[src/hss_pkg.sv]
// ----------------------------------------------------------------------------
// hss_pkg: shared types and helpers for the Horspool stream search
// Pattern storage type, the configuration bundle passed from the register
// block to the search sequencer, and the bad-character shift function.
// ----------------------------------------------------------------------------
package hss_pkg;

   localparam int PATTERN_BYTES = 16;
   localparam int LEN_W         = 5;

   typedef logic [PATTERN_BYTES-1:0][7:0] hss_pattern_type;

   typedef struct packed {
      logic [LEN_W-1:0] length;       // clamped pattern length in use
      hss_pattern_type  pattern;      // byte i of the pattern at index i
      logic             length_wr;    // length register written this cycle
      logic [LEN_W-1:0] length_new;   // clamped value being written
   } hss_cfg_type;

   // Rightmost occurrence of b among pattern bytes 0 to len-2 sets the shift;
   // without one the alignment moves by the full pattern length.
   function automatic logic [LEN_W-1:0] bad_char_shift(
      input logic [7:0]       b,
      input logic [LEN_W-1:0] len,
      input hss_pattern_type  pat
   );
      logic [LEN_W-1:0] s;
      s = len;
      for (int i = 0; i < PATTERN_BYTES - 1; i++) begin
         if ((LEN_W'(i + 1) < len) && (pat[i] == b)) begin
            s = len - LEN_W'(1) - LEN_W'(i);
         end
      end
      return s;
   endfunction

endpackage

[src/hss_req_if.sv]
// ----------------------------------------------------------------------------
// hss_req_if: text byte channel
// Valid/ready channel that carries one text byte per word.
// ----------------------------------------------------------------------------
interface hss_req_if;
   logic       valid;
   logic       ready;
   logic [7:0] text_byte;

   modport source (output valid, output text_byte, input ready);
   modport sink   (input valid, input text_byte, output ready);
endinterface

[src/hss_rsp_if.sv]
// ----------------------------------------------------------------------------
// hss_rsp_if: compared position channel
// Valid/ready channel that carries one compared text position per word.
// ----------------------------------------------------------------------------
interface hss_rsp_if;
   logic        valid;
   logic        ready;
   logic [31:0] compared_position;
   logic        last_of_alignment;
   logic        full_match;

   modport source (output valid, output compared_position, output last_of_alignment,
                   output full_match, input ready);
   modport sink   (input valid, input compared_position, input last_of_alignment,
                   input full_match, output ready);
endinterface

[src/hss_ram.sv]
// ----------------------------------------------------------------------------
// hss_ram: generic single-write, single-read RAM
// One write port and one read port with registered read data.
// ----------------------------------------------------------------------------
module hss_ram #(
   parameter int WIDTH = 8,
   parameter int DEPTH = 32
) (
   input  logic                     clock,
   input  logic                     wr_en,
   input  logic [$clog2(DEPTH)-1:0] wr_addr,
   input  logic [WIDTH-1:0]         wr_data,
   input  logic [$clog2(DEPTH)-1:0] rd_addr,
   output logic [WIDTH-1:0]         rd_data
);

   logic [WIDTH-1:0] mem_ff [DEPTH];
   logic [WIDTH-1:0] rd_data_ff;

   always_ff @(posedge clock) begin
      if (wr_en) begin
         mem_ff[wr_addr] <= wr_data;
      end
      rd_data_ff <= mem_ff[rd_addr];
   end

   assign rd_data = rd_data_ff;

endmodule

[src/hss_csr.sv]
// ----------------------------------------------------------------------------
// hss_csr: configuration registers
// APB-style register block holding the pattern length and the sixteen
// pattern bytes. Registers sit at byte offsets 0, 8 and 16.
// ----------------------------------------------------------------------------
module hss_csr #(
   parameter int MAX_PATTERN_LENGTH = 16
) (
   input  logic                clock,
   input  logic                reset,
   input  logic                psel,
   input  logic                penable,
   input  logic                pwrite,
   input  logic [4:0]          paddr,
   input  logic [63:0]         pwdata,
   output logic [63:0]         prdata,
   output logic                pready,
   output hss_pkg::hss_cfg_type cfg
);
   import hss_pkg::*;

   localparam logic [1:0] REG_LENGTH = 2'd0;
   localparam logic [1:0] REG_LOW    = 2'd1;
   localparam logic [1:0] REG_HIGH   = 2'd2;
   localparam logic [LEN_W-1:0] MAX_LEN = LEN_W'(MAX_PATTERN_LENGTH);

   logic [LEN_W-1:0] length_ff, length_in;
   logic [63:0]      low_ff, low_in;
   logic [63:0]      high_ff, high_in;
   logic             wr_en;
   logic [1:0]       reg_index;
   logic [LEN_W-1:0] clamped;

   assign wr_en     = psel && penable && pwrite;
   assign reg_index = paddr[4:3];
   assign pready    = 1'b1;

   always_comb begin
      clamped = pwdata[LEN_W-1:0];
      if (clamped == '0) begin
         clamped = LEN_W'(1);
      end else if (clamped > MAX_LEN) begin
         clamped = MAX_LEN;
      end
   end

   always_comb begin
      length_in = length_ff;
      low_in    = low_ff;
      high_in   = high_ff;
      if (wr_en) begin
         case (reg_index)
            REG_LENGTH: length_in = clamped;
            REG_LOW:    low_in    = pwdata;
            REG_HIGH:   high_in   = pwdata;
            default:    ;
         endcase
      end
   end

   always_comb begin
      case (reg_index)
         REG_LENGTH: prdata = {{(64-LEN_W){1'b0}}, length_ff};
         REG_LOW:    prdata = low_ff;
         REG_HIGH:   prdata = high_ff;
         default:    prdata = '0;
      endcase
   end

   always_ff @(posedge clock) begin
      if (reset) begin
         length_ff <= LEN_W'(1);
         low_ff    <= '0;
         high_ff   <= '0;
      end else begin
         length_ff <= length_in;
         low_ff    <= low_in;
         high_ff   <= high_in;
      end
   end

   assign cfg.length     = length_ff;
   assign cfg.pattern    = {high_ff, low_ff};
   assign cfg.length_wr  = wr_en && (reg_index == REG_LENGTH);
   assign cfg.length_new = clamped;

endmodule

[src/horspool_stream_search.sv]
// ----------------------------------------------------------------------------
// horspool_stream_search: Boyer-Moore-Horspool search over a byte stream
//
//   port   | dir | word contents
//   req    | in  | text_byte
//   rsp    | out | compared_position, last_of_alignment, full_match
//   APB    | in  | pattern_length, pattern_low_bytes, pattern_high_bytes
//
// A byte that does not end the current alignment leaves the block ready.
// A byte that ends it holds req off through a read and a compare state for n
// compared positions (n = 1..16); the single window read port and one byte
// comparator step through them right to left, one per cycle while rsp is free.
// reset is synchronous; the text window itself is not cleared.
// A stalled result word holds the comparator until rsp is ready.
// ----------------------------------------------------------------------------
module horspool_stream_search #(
   parameter int WINDOW_DEPTH       = 32,
   parameter int MAX_PATTERN_LENGTH = 16
) (
   input  logic        clock,
   input  logic        reset,
   hss_req_if.sink     req,
   hss_rsp_if.source   rsp,
   input  logic        psel,
   input  logic        penable,
   input  logic        pwrite,
   input  logic [4:0]  paddr,
   input  logic [63:0] pwdata,
   output logic [63:0] prdata,
   output logic        pready
);
   import hss_pkg::*;

   localparam int AW = $clog2(WINDOW_DEPTH);
   localparam logic [AW:0]   DEPTH_W = (AW+1)'(WINDOW_DEPTH);
   localparam logic [AW-1:0] LAST_SLOT = AW'(WINDOW_DEPTH - 1);

   localparam logic [1:0] ST_IDLE    = 2'd0;
   localparam logic [1:0] ST_READ    = 2'd1;
   localparam logic [1:0] ST_COMPARE = 2'd2;

   hss_cfg_type cfg;

   logic [1:0]    state_ff, state_in;
   logic [31:0]   received_ff, received_in;
   logic [31:0]   align_ff, align_in;
   logic [AW-1:0] slot_ff, slot_in;
   logic [AW-1:0] newest_ff, newest_in;
   logic [7:0]    last_byte_ff, last_byte_in;
   logic [3:0]    cnt_ff, cnt_in;
   logic          rsp_valid_ff, rsp_valid_in;
   logic [31:0]   rsp_pos_ff, rsp_pos_in;
   logic          rsp_last_ff, rsp_last_in;
   logic          rsp_full_ff, rsp_full_in;

   logic          accept;
   logic          out_free;
   logic [7:0]    win_byte;
   logic [AW-1:0] rd_addr;
   logic [AW:0]   back_w;
   logic [LEN_W-1:0] pat_index;
   logic          byte_match;
   logic          at_end;
   logic          done;
   logic [LEN_W-1:0] shift;

   hss_csr #(
      .MAX_PATTERN_LENGTH(MAX_PATTERN_LENGTH)
   ) u_csr (
      .clock   (clock),
      .reset   (reset),
      .psel    (psel),
      .penable (penable),
      .pwrite  (pwrite),
      .paddr   (paddr),
      .pwdata  (pwdata),
      .prdata  (prdata),
      .pready  (pready),
      .cfg     (cfg)
   );

   // The read address follows the next count so that the registered read
   // data always belongs to the position held in cnt_ff.
   assign back_w  = {1'b0, newest_ff} - (AW+1)'(cnt_in);
   assign rd_addr = ({1'b0, newest_ff} >= (AW+1)'(cnt_in)) ? back_w[AW-1:0]
                                                         : AW'(back_w + DEPTH_W);

   hss_ram #(
      .WIDTH(8),
      .DEPTH(WINDOW_DEPTH)
   ) u_window (
      .clock   (clock),
      .wr_en   (accept),
      .wr_addr (slot_ff),
      .wr_data (req.text_byte),
      .rd_addr (rd_addr),
      .rd_data (win_byte)
   );

   assign req.ready  = (state_ff == ST_IDLE);
   assign accept     = req.valid && req.ready;
   assign out_free   = !rsp_valid_ff || rsp.ready;
   assign pat_index  = cfg.length - LEN_W'(1) - LEN_W'(cnt_ff);
   assign byte_match = (win_byte == cfg.pattern[pat_index[3:0]]);
   assign at_end     = ((LEN_W'(cnt_ff) + LEN_W'(1)) == cfg.length);
   assign done       = !byte_match || at_end;
   assign shift      = bad_char_shift(last_byte_ff, cfg.length, cfg.pattern);

   always_comb begin
      state_in     = state_ff;
      received_in  = received_ff;
      align_in     = align_ff;
      slot_in      = slot_ff;
      newest_in    = newest_ff;
      last_byte_in = last_byte_ff;
      cnt_in       = cnt_ff;
      rsp_valid_in = rsp_valid_ff && !rsp.ready;
      rsp_pos_in   = rsp_pos_ff;
      rsp_last_in  = rsp_last_ff;
      rsp_full_in  = rsp_full_ff;

      if (cfg.length_wr) begin
         align_in = received_ff + 32'(cfg.length_new) - 32'd1;
      end

      case (state_ff)
         ST_IDLE: begin
            cnt_in = '0;
            if (accept) begin
               received_in  = received_ff + 32'd1;
               newest_in    = slot_ff;
               slot_in      = (slot_ff == LAST_SLOT) ? '0 : slot_ff + AW'(1);
               last_byte_in = req.text_byte;
               if (received_ff == align_ff) begin
                  state_in = ST_READ;
               end
            end
         end
         ST_READ: begin
            state_in = ST_COMPARE;
         end
         ST_COMPARE: begin
            if (out_free) begin
               rsp_valid_in = 1'b1;
               rsp_pos_in   = align_ff - 32'(cnt_ff) + 32'd1;
               rsp_last_in  = done;
               rsp_full_in  = byte_match && at_end;
               if (done) begin
                  align_in = align_ff + 32'(shift);
                  state_in = ST_IDLE;
                  cnt_in   = '0;
               end else begin
                  cnt_in = cnt_ff + 4'd1;
               end
            end
         end
         default: begin
            state_in = ST_IDLE;
         end
      endcase
   end

   always_ff @(posedge clock) begin
      if (reset) begin
         state_ff     <= ST_IDLE;
         received_ff  <= '0;
         align_ff     <= '0;
         slot_ff      <= '0;
         newest_ff    <= '0;
         cnt_ff       <= '0;
         rsp_valid_ff <= 1'b0;
      end else begin
         state_ff     <= state_in;
         received_ff  <= received_in;
         align_ff     <= align_in;
         slot_ff      <= slot_in;
         newest_ff    <= newest_in;
         cnt_ff       <= cnt_in;
         rsp_valid_ff <= rsp_valid_in;
      end
   end

   always_ff @(posedge clock) begin
      last_byte_ff <= last_byte_in;
      rsp_pos_ff   <= rsp_pos_in;
      rsp_last_ff  <= rsp_last_in;
      rsp_full_ff  <= rsp_full_in;
   end

   assign rsp.valid             = rsp_valid_ff;
   assign rsp.compared_position = rsp_pos_ff;
   assign rsp.last_of_alignment = rsp_last_ff;
   assign rsp.full_match        = rsp_full_ff;

`ifndef NO_ASSERTIONS
   // The compare count never runs past the pattern.
   a_cnt_in_pattern: assert property (@(posedge clock) disable iff (reset)
      (state_ff == ST_COMPARE) |-> (LEN_W'(cnt_ff) < cfg.length))
      else $error("compare count beyond pattern length");

   // A full match is only ever flagged on the closing word of an alignment.
   a_full_is_last: assert property (@(posedge clock) disable iff (reset)
      (rsp_valid_ff && rsp_full_ff) |-> rsp_last_ff)
      else $error("full match flagged on a non-final word");

   // A byte that does not end the alignment leaves the block ready.
   a_miss_stays_idle: assert property (@(posedge clock) disable iff (reset)
      (accept && (received_ff != align_ff)) |=> (state_ff == ST_IDLE))
      else $error("non-final byte started a compare");

   // Closing an alignment always moves it forward.
   a_align_moves: assert property (@(posedge clock) disable iff (reset)
      (state_ff == ST_COMPARE && out_free && done) |=>
         (state_ff == ST_IDLE && align_ff != $past(align_ff)))
      else $error("alignment did not advance after closing word");
`endif

endmodule

[src/flat_wrapper.sv]
// flat-port wrapper written by rule: the top's interface ports become plain ports
module horspool_stream_search_flat import hss_pkg::*;
#(
   parameter int WINDOW_DEPTH       = 32,
   parameter int MAX_PATTERN_LENGTH = 16
)
  (clock, reset, psel, penable, pwrite, paddr, pwdata, prdata, pready, req_valid, req_text_byte, req_ready, rsp_valid, rsp_compared_position, rsp_last_of_alignment, rsp_full_match, rsp_ready);
  hss_req_if req_i ();
  hss_rsp_if rsp_i ();
  input  logic clock;
  input  logic reset;
  input  logic psel;
  input  logic penable;
  input  logic pwrite;
  input  logic [4:0] paddr;
  input  logic [63:0] pwdata;
  output logic [63:0] prdata;
  output logic pready;
  input wire logic [$bits(req_i.valid)-1:0] req_valid;
  input wire logic [$bits(req_i.text_byte)-1:0] req_text_byte;
  output wire logic [$bits(req_i.ready)-1:0] req_ready;
  output wire logic [$bits(rsp_i.valid)-1:0] rsp_valid;
  output wire logic [$bits(rsp_i.compared_position)-1:0] rsp_compared_position;
  output wire logic [$bits(rsp_i.last_of_alignment)-1:0] rsp_last_of_alignment;
  output wire logic [$bits(rsp_i.full_match)-1:0] rsp_full_match;
  input wire logic [$bits(rsp_i.ready)-1:0] rsp_ready;
  assign req_i.valid = req_valid;
  assign req_i.text_byte = req_text_byte;
  assign req_ready = req_i.ready;
  assign rsp_valid = rsp_i.valid;
  assign rsp_compared_position = rsp_i.compared_position;
  assign rsp_last_of_alignment = rsp_i.last_of_alignment;
  assign rsp_full_match = rsp_i.full_match;
  assign rsp_i.ready = rsp_ready;
  horspool_stream_search #(.WINDOW_DEPTH(WINDOW_DEPTH), .MAX_PATTERN_LENGTH(MAX_PATTERN_LENGTH)) u_core (.clock(clock), .reset(reset), .req(req_i), .rsp(rsp_i), .psel(psel), .penable(penable), .pwrite(pwrite), .paddr(paddr), .pwdata(pwdata), .prdata(prdata), .pready(pready));
endmodule
[config.mk]
export PLATFORM = sky130hd
export DESIGN_NAME = horspool_stream_search_flat
export DESIGN_NICKNAME = d
export VERILOG_FILES = /design/src/hss_pkg.sv /design/src/hss_req_if.sv /design/src/hss_rsp_if.sv /design/src/hss_ram.sv /design/src/hss_csr.sv /design/src/horspool_stream_search.sv /design/src/flat_wrapper.sv
export SDC_FILE = /design/constraint.sdc
export NUM_CORES = 1
export LEC_CHECK = 0
export BUFFER_PORTS_ARGS = -buffer_cell sky130_fd_sc_hd__buf_2
export CORE_ASPECT_RATIO = 0.6
export CORE_MARGIN = 1.5
export CORE_UTILIZATION = 30
export CTS_BUF_LIST = sky130_fd_sc_hd__clkbuf_16
export DETAILED_ROUTE_END_ITERATION = 7
export HOLD_SLACK_MARGIN = 0.08
export SYNTH_ARGS = -nofsm -noshare
export SYNTH_HDL_FRONTEND = slang
export SYNTH_SLANG_ARGS = --single-unit
[constraint.sdc]
create_clock -name clock -period 6.9 [get_ports clock]
set_input_delay 0 -clock clock [delete_from_list [all_inputs] [get_ports clock]]
set_output_delay 0 -clock clock [all_outputs]
set_load 0.01 [all_outputs]
==> flow_summary.yaml <==
critical_path:
  r2r-end: "u_core.u_window.rd_data[2]$_DFF_P_"
  crit_path_end_kind: "flop"
  reg2reg_from: "u_core.u_csr.length_ff[0]$_SDFFE_PP1P_"
  cp_max_fo: 62
  reg2reg_depth: 23
  critical-path-top-delay-family: "multiplexers"
  start_kind: "flop"
  crit_type: "flop to flop"
  arrival_ns: 7.03
  cp.buffers_inverters: 6
  cpMostUsedCell: "mux4_2"
  required_ns: 7.41
  path_depth: 23
  rrSetupSlack_ns: 0.38
  crit_chain: "clkinv_1 -> ha_1 -> clkinv_1 -> fa_2 -> buf_12 -> mux4_2 -> and2_1 -> a2111oi_0 -> a31oi_1 -> xnor2_1 -> nand4_1 -> nor4b_4 -> inv_2 -> nor2_1 -> nor2_1 -> a21oi_1 -> ha_4 -> inv_1 -> fa_2 -> buf_12 -> mux4_2 -> mux4_2 -> mux2_2"
  slowest_delay_ns: 0.58
  cp_slowest_cell: "fa_2"
synth:
  synth.distinct_cells: 78
  ys_seq_area_share_pct: 46.2
  netlist_instances: 2756
  synth.most_common_cell: "nand2_1"
  syn-num-nets: 3002
  syn_avg_cell_area_um2: 10.5
  ys_async_sr_fraction_pct: 0
  yosys.area.top_type: "edfxtp_1"
  yosysTopAreaCellShare_pct: 30.9
  synth_common_cells: "nand2_1, edfxtp_1, a21oi_1, dfxtp_1, xnor2_1"
  synth_edf_count: 298
  ys_top_cells_by_area: "edfxtp_1, dfxtp_1, mux4_2"
  ys.flop_type: "edfxtp_1"
  synth_area_mm2: 0.0290
  ys_ff_latch: 520
  synth_warnings: 0
timing:
  min_period_over_period_pct: 94.5
  finalSetupViolCount: 0
  finalSetupTns_ns: 0
  max_slew.worst_pin.slew_ns: 1.19
  holdWs_ns: 0.142
  period_minus_slack_ns: 6.52
  rsz0062_at_grt: "false"
  setup_ws_ns: 0.378
  worst_clock_skew_ns: 0.0498
  max_freq_mhz: 153
  slew_headroom_pct: 20.1
  final_hold_viol_count: 0
  maxSlewViolCount: 0
clock_tree:
  cts_num_sinks: 520
  numCtsBuffers: 47
  cts.path.max_buffers: 3
  clk-insertion-delay-late_ns: 0.63
  htree_levels: 2
  clock-root-buffer: "clkbuf_16"
  cts_tree: "yes"
  clkTransAtPathRegs_ns: 0.07
global_route:
  grt_pass1_vias: 21000
  antenna_found_initial: 3
  grt_first_pass_wirelength_um: 141000
  grt_start_max_net_pins: 87
  grtUsageTotal_pct: 19.0
  grt-ovfl-total: 0
min_path:
  min_to: "u_core.u_csr.length_ff[4]$_SDFFE_PP0P_"
  whs_path_depth: 5
  hp-start: "paddr[4]"
  min_path_type: "primary input to flop"
cells_and_area:
  fin_nets: 3247
  final_util_pct: 35.6
  drive_above_1_share_pct: 16.3
  diodes: 0
  area_growth_pct: 17.6
  fill_cells: 9555
  instances_no_fill: 4345
floorplan:
  ioPinCount: 185
  dieArea_mm2: 0.0986
  core-area_mm2: 0.0959
  dieHeight_um: 244
  fp.dieW_um: 404
  initial_core_util_pct: 30.2
  num_rows: 88
pwr:
  p_leak_nw: 12.5
  p_per_area_mw_per_mm2: 218
  ir_drop_v: 0.000181
route:
  ant_nets: 0
  drt-total-wl_um: 97200
  drt_iter0_drc: 3063
  drt-pass1-iter-count: 7
  vias: 23100
  drc_errors: 0
  vias_per_cell: 5.32
  wl_per_cell_um: 22.4
placement:
  dp_slack_ns: 0.114
  dp_cells: 4168
  place_congestion: 0.978
  post-dp-hpwl_um: 71700
  port_buffers: 180
run:
  cap_violations: 0
status:
  outcome: "finished, final reports clean"
## cell families after synthesis
group / share of synthesized area, %
mux: 9.66
buf+inv: 3.70
fa+ha+maj: 7.12
simple gates: 12.8
flops: 46.2
xor+xnor: 8.03
compound gates: 12.5
other cells: 0.0129
## worst register-to-register path: cells and delay by family, from the launching register on
| kind | cells | cell delay (ns) |
|---|---|---|
| and+or+nand+nor | 5 | 0.97 |
| adders and majority gates | 4 | 1.61 |
| DFF | 1 | 0.37 |
| xor gates and xnor gates | 1 | 0.20 |
| muxes | 4 | 1.78 |
| buffers and inverters | 6 | 0.80 |
| AOI/OAI and AO/OA | 3 | 0.69 |
## worst max-delay path by stage
stage / startpoint / endpoint / slack, ns
2_1_floorplan: u_core.u_csr.length_ff[0]$_SDFFE_PP1P_ / u_core.u_window.rd_data[0]$_DFF_P_ / 0.01
3_3_place_gp: u_core.u_csr.length_ff[0]$_SDFFE_PP1P_ / u_core.u_window.rd_data[7]$_DFF_P_ / 0.19
3_5_place_dp: u_core.u_csr.length_ff[0]$_SDFFE_PP1P_ / u_core.u_window.rd_data[4]$_DFF_P_ / 0.11
4_1_cts: u_core.u_csr.length_ff[0]$_SDFFE_PP1P_ / u_core.u_window.rd_data[4]$_DFF_P_ / 0.13
5_1_grt: u_core.u_csr.length_ff[0]$_SDFFE_PP1P_ / u_core.u_window.rd_data[2]$_DFF_P_ / 0.01
6_report: u_core.u_csr.length_ff[0]$_SDFFE_PP1P_ / u_core.u_window.rd_data[2]$_DFF_P_ / 0.38
## metrics by stage
step / cell area, µm² / total power, mW
floorplan: 29000 / 4.30
global placement: 31600 / 4.66
detailed placement: 31600 / 4.67
CTS: 34000 / 7.48
global route: 34100 / 7.74
finish: 34100 / 7.45
## power breakdown
group          internal (mW)  switching (mW)  total, mW
sequential              3.39          0.0905       3.48
combinational          0.514           0.659       1.17
clock                   1.47            1.32       2.79
total                   5.38            2.07       7.45
## cell usage in the layout (no fill, tap or decap), types with 38 or more instances in the layout
cell | synthesis | routed
a21oi_1 | 253 | 253
a22o_1 | 59 | 59
buf_2 | 9 | 179
buf_4 | 6 | 75
clkbuf_16 | 0 | 49
dfxtp_1 | 222 | 222
dlygate4sd3_1 | 0 | 83
edfxtp_1 | 298 | 298
ha_1 | 157 | 156
inv_1 | 120 | 121
mux4_2 | 112 | 112
nand2_1 | 397 | 397
nand3_1 | 54 | 54
nand4_1 | 38 | 38
nor2_1 | 151 | 150
nor3_1 | 42 | 42
o21ai_0 | 81 | 81
xnor2_1 | 192 | 191
xor2_1 | 74 | 74
## routing by layer
layer	vias to the layer above	track usage, %	wire [µm]
li1	10400	-	-
met4	4	2.68	1090
met3	87	8.56	14400
met5	-	0	23
met1	11300	30.2	46200
met2	1251	22.8	35500
## area by class of cell
cell class / instances / area, µm² / area share, %
Clock buffer: 49 / 1230 / 3.60
Clock inverter: 39 / 402 / 1.18
Inverter: 125 / 469 / 1.38
Multi-Input combinational cell: 1965 / 14600 / 42.8
Sequential cell: 520 / 13400 / 39.3
Tap cell: 1305 / 1630 / 4.79
Timing Repair Buffer: 342 / 2380 / 6.98
## flip-flops by register name, indices dropped and copies added, names as in the netlist, 8 cells and up
register / flops
u_core.u_window.mem_ff: 256
u_core.u_csr.high_ff: 64
u_core.u_csr.low_ff: 64
u_core.align_ff: 32
u_core.received_ff: 32
u_core.rsp.compared_position: 32
u_core.last_byte_ff: 8
u_core.u_window.rd_data: 8
## timing repair
item                                   CTS  global route
endpoints found under the hold margin  457             0
gates resized for setup                  0             1
hold buffers                            83             0
buffers inserted                         0             6
setup endpoints to repair                0             8
Note: power is estimated with default switching activity, not from simulation.
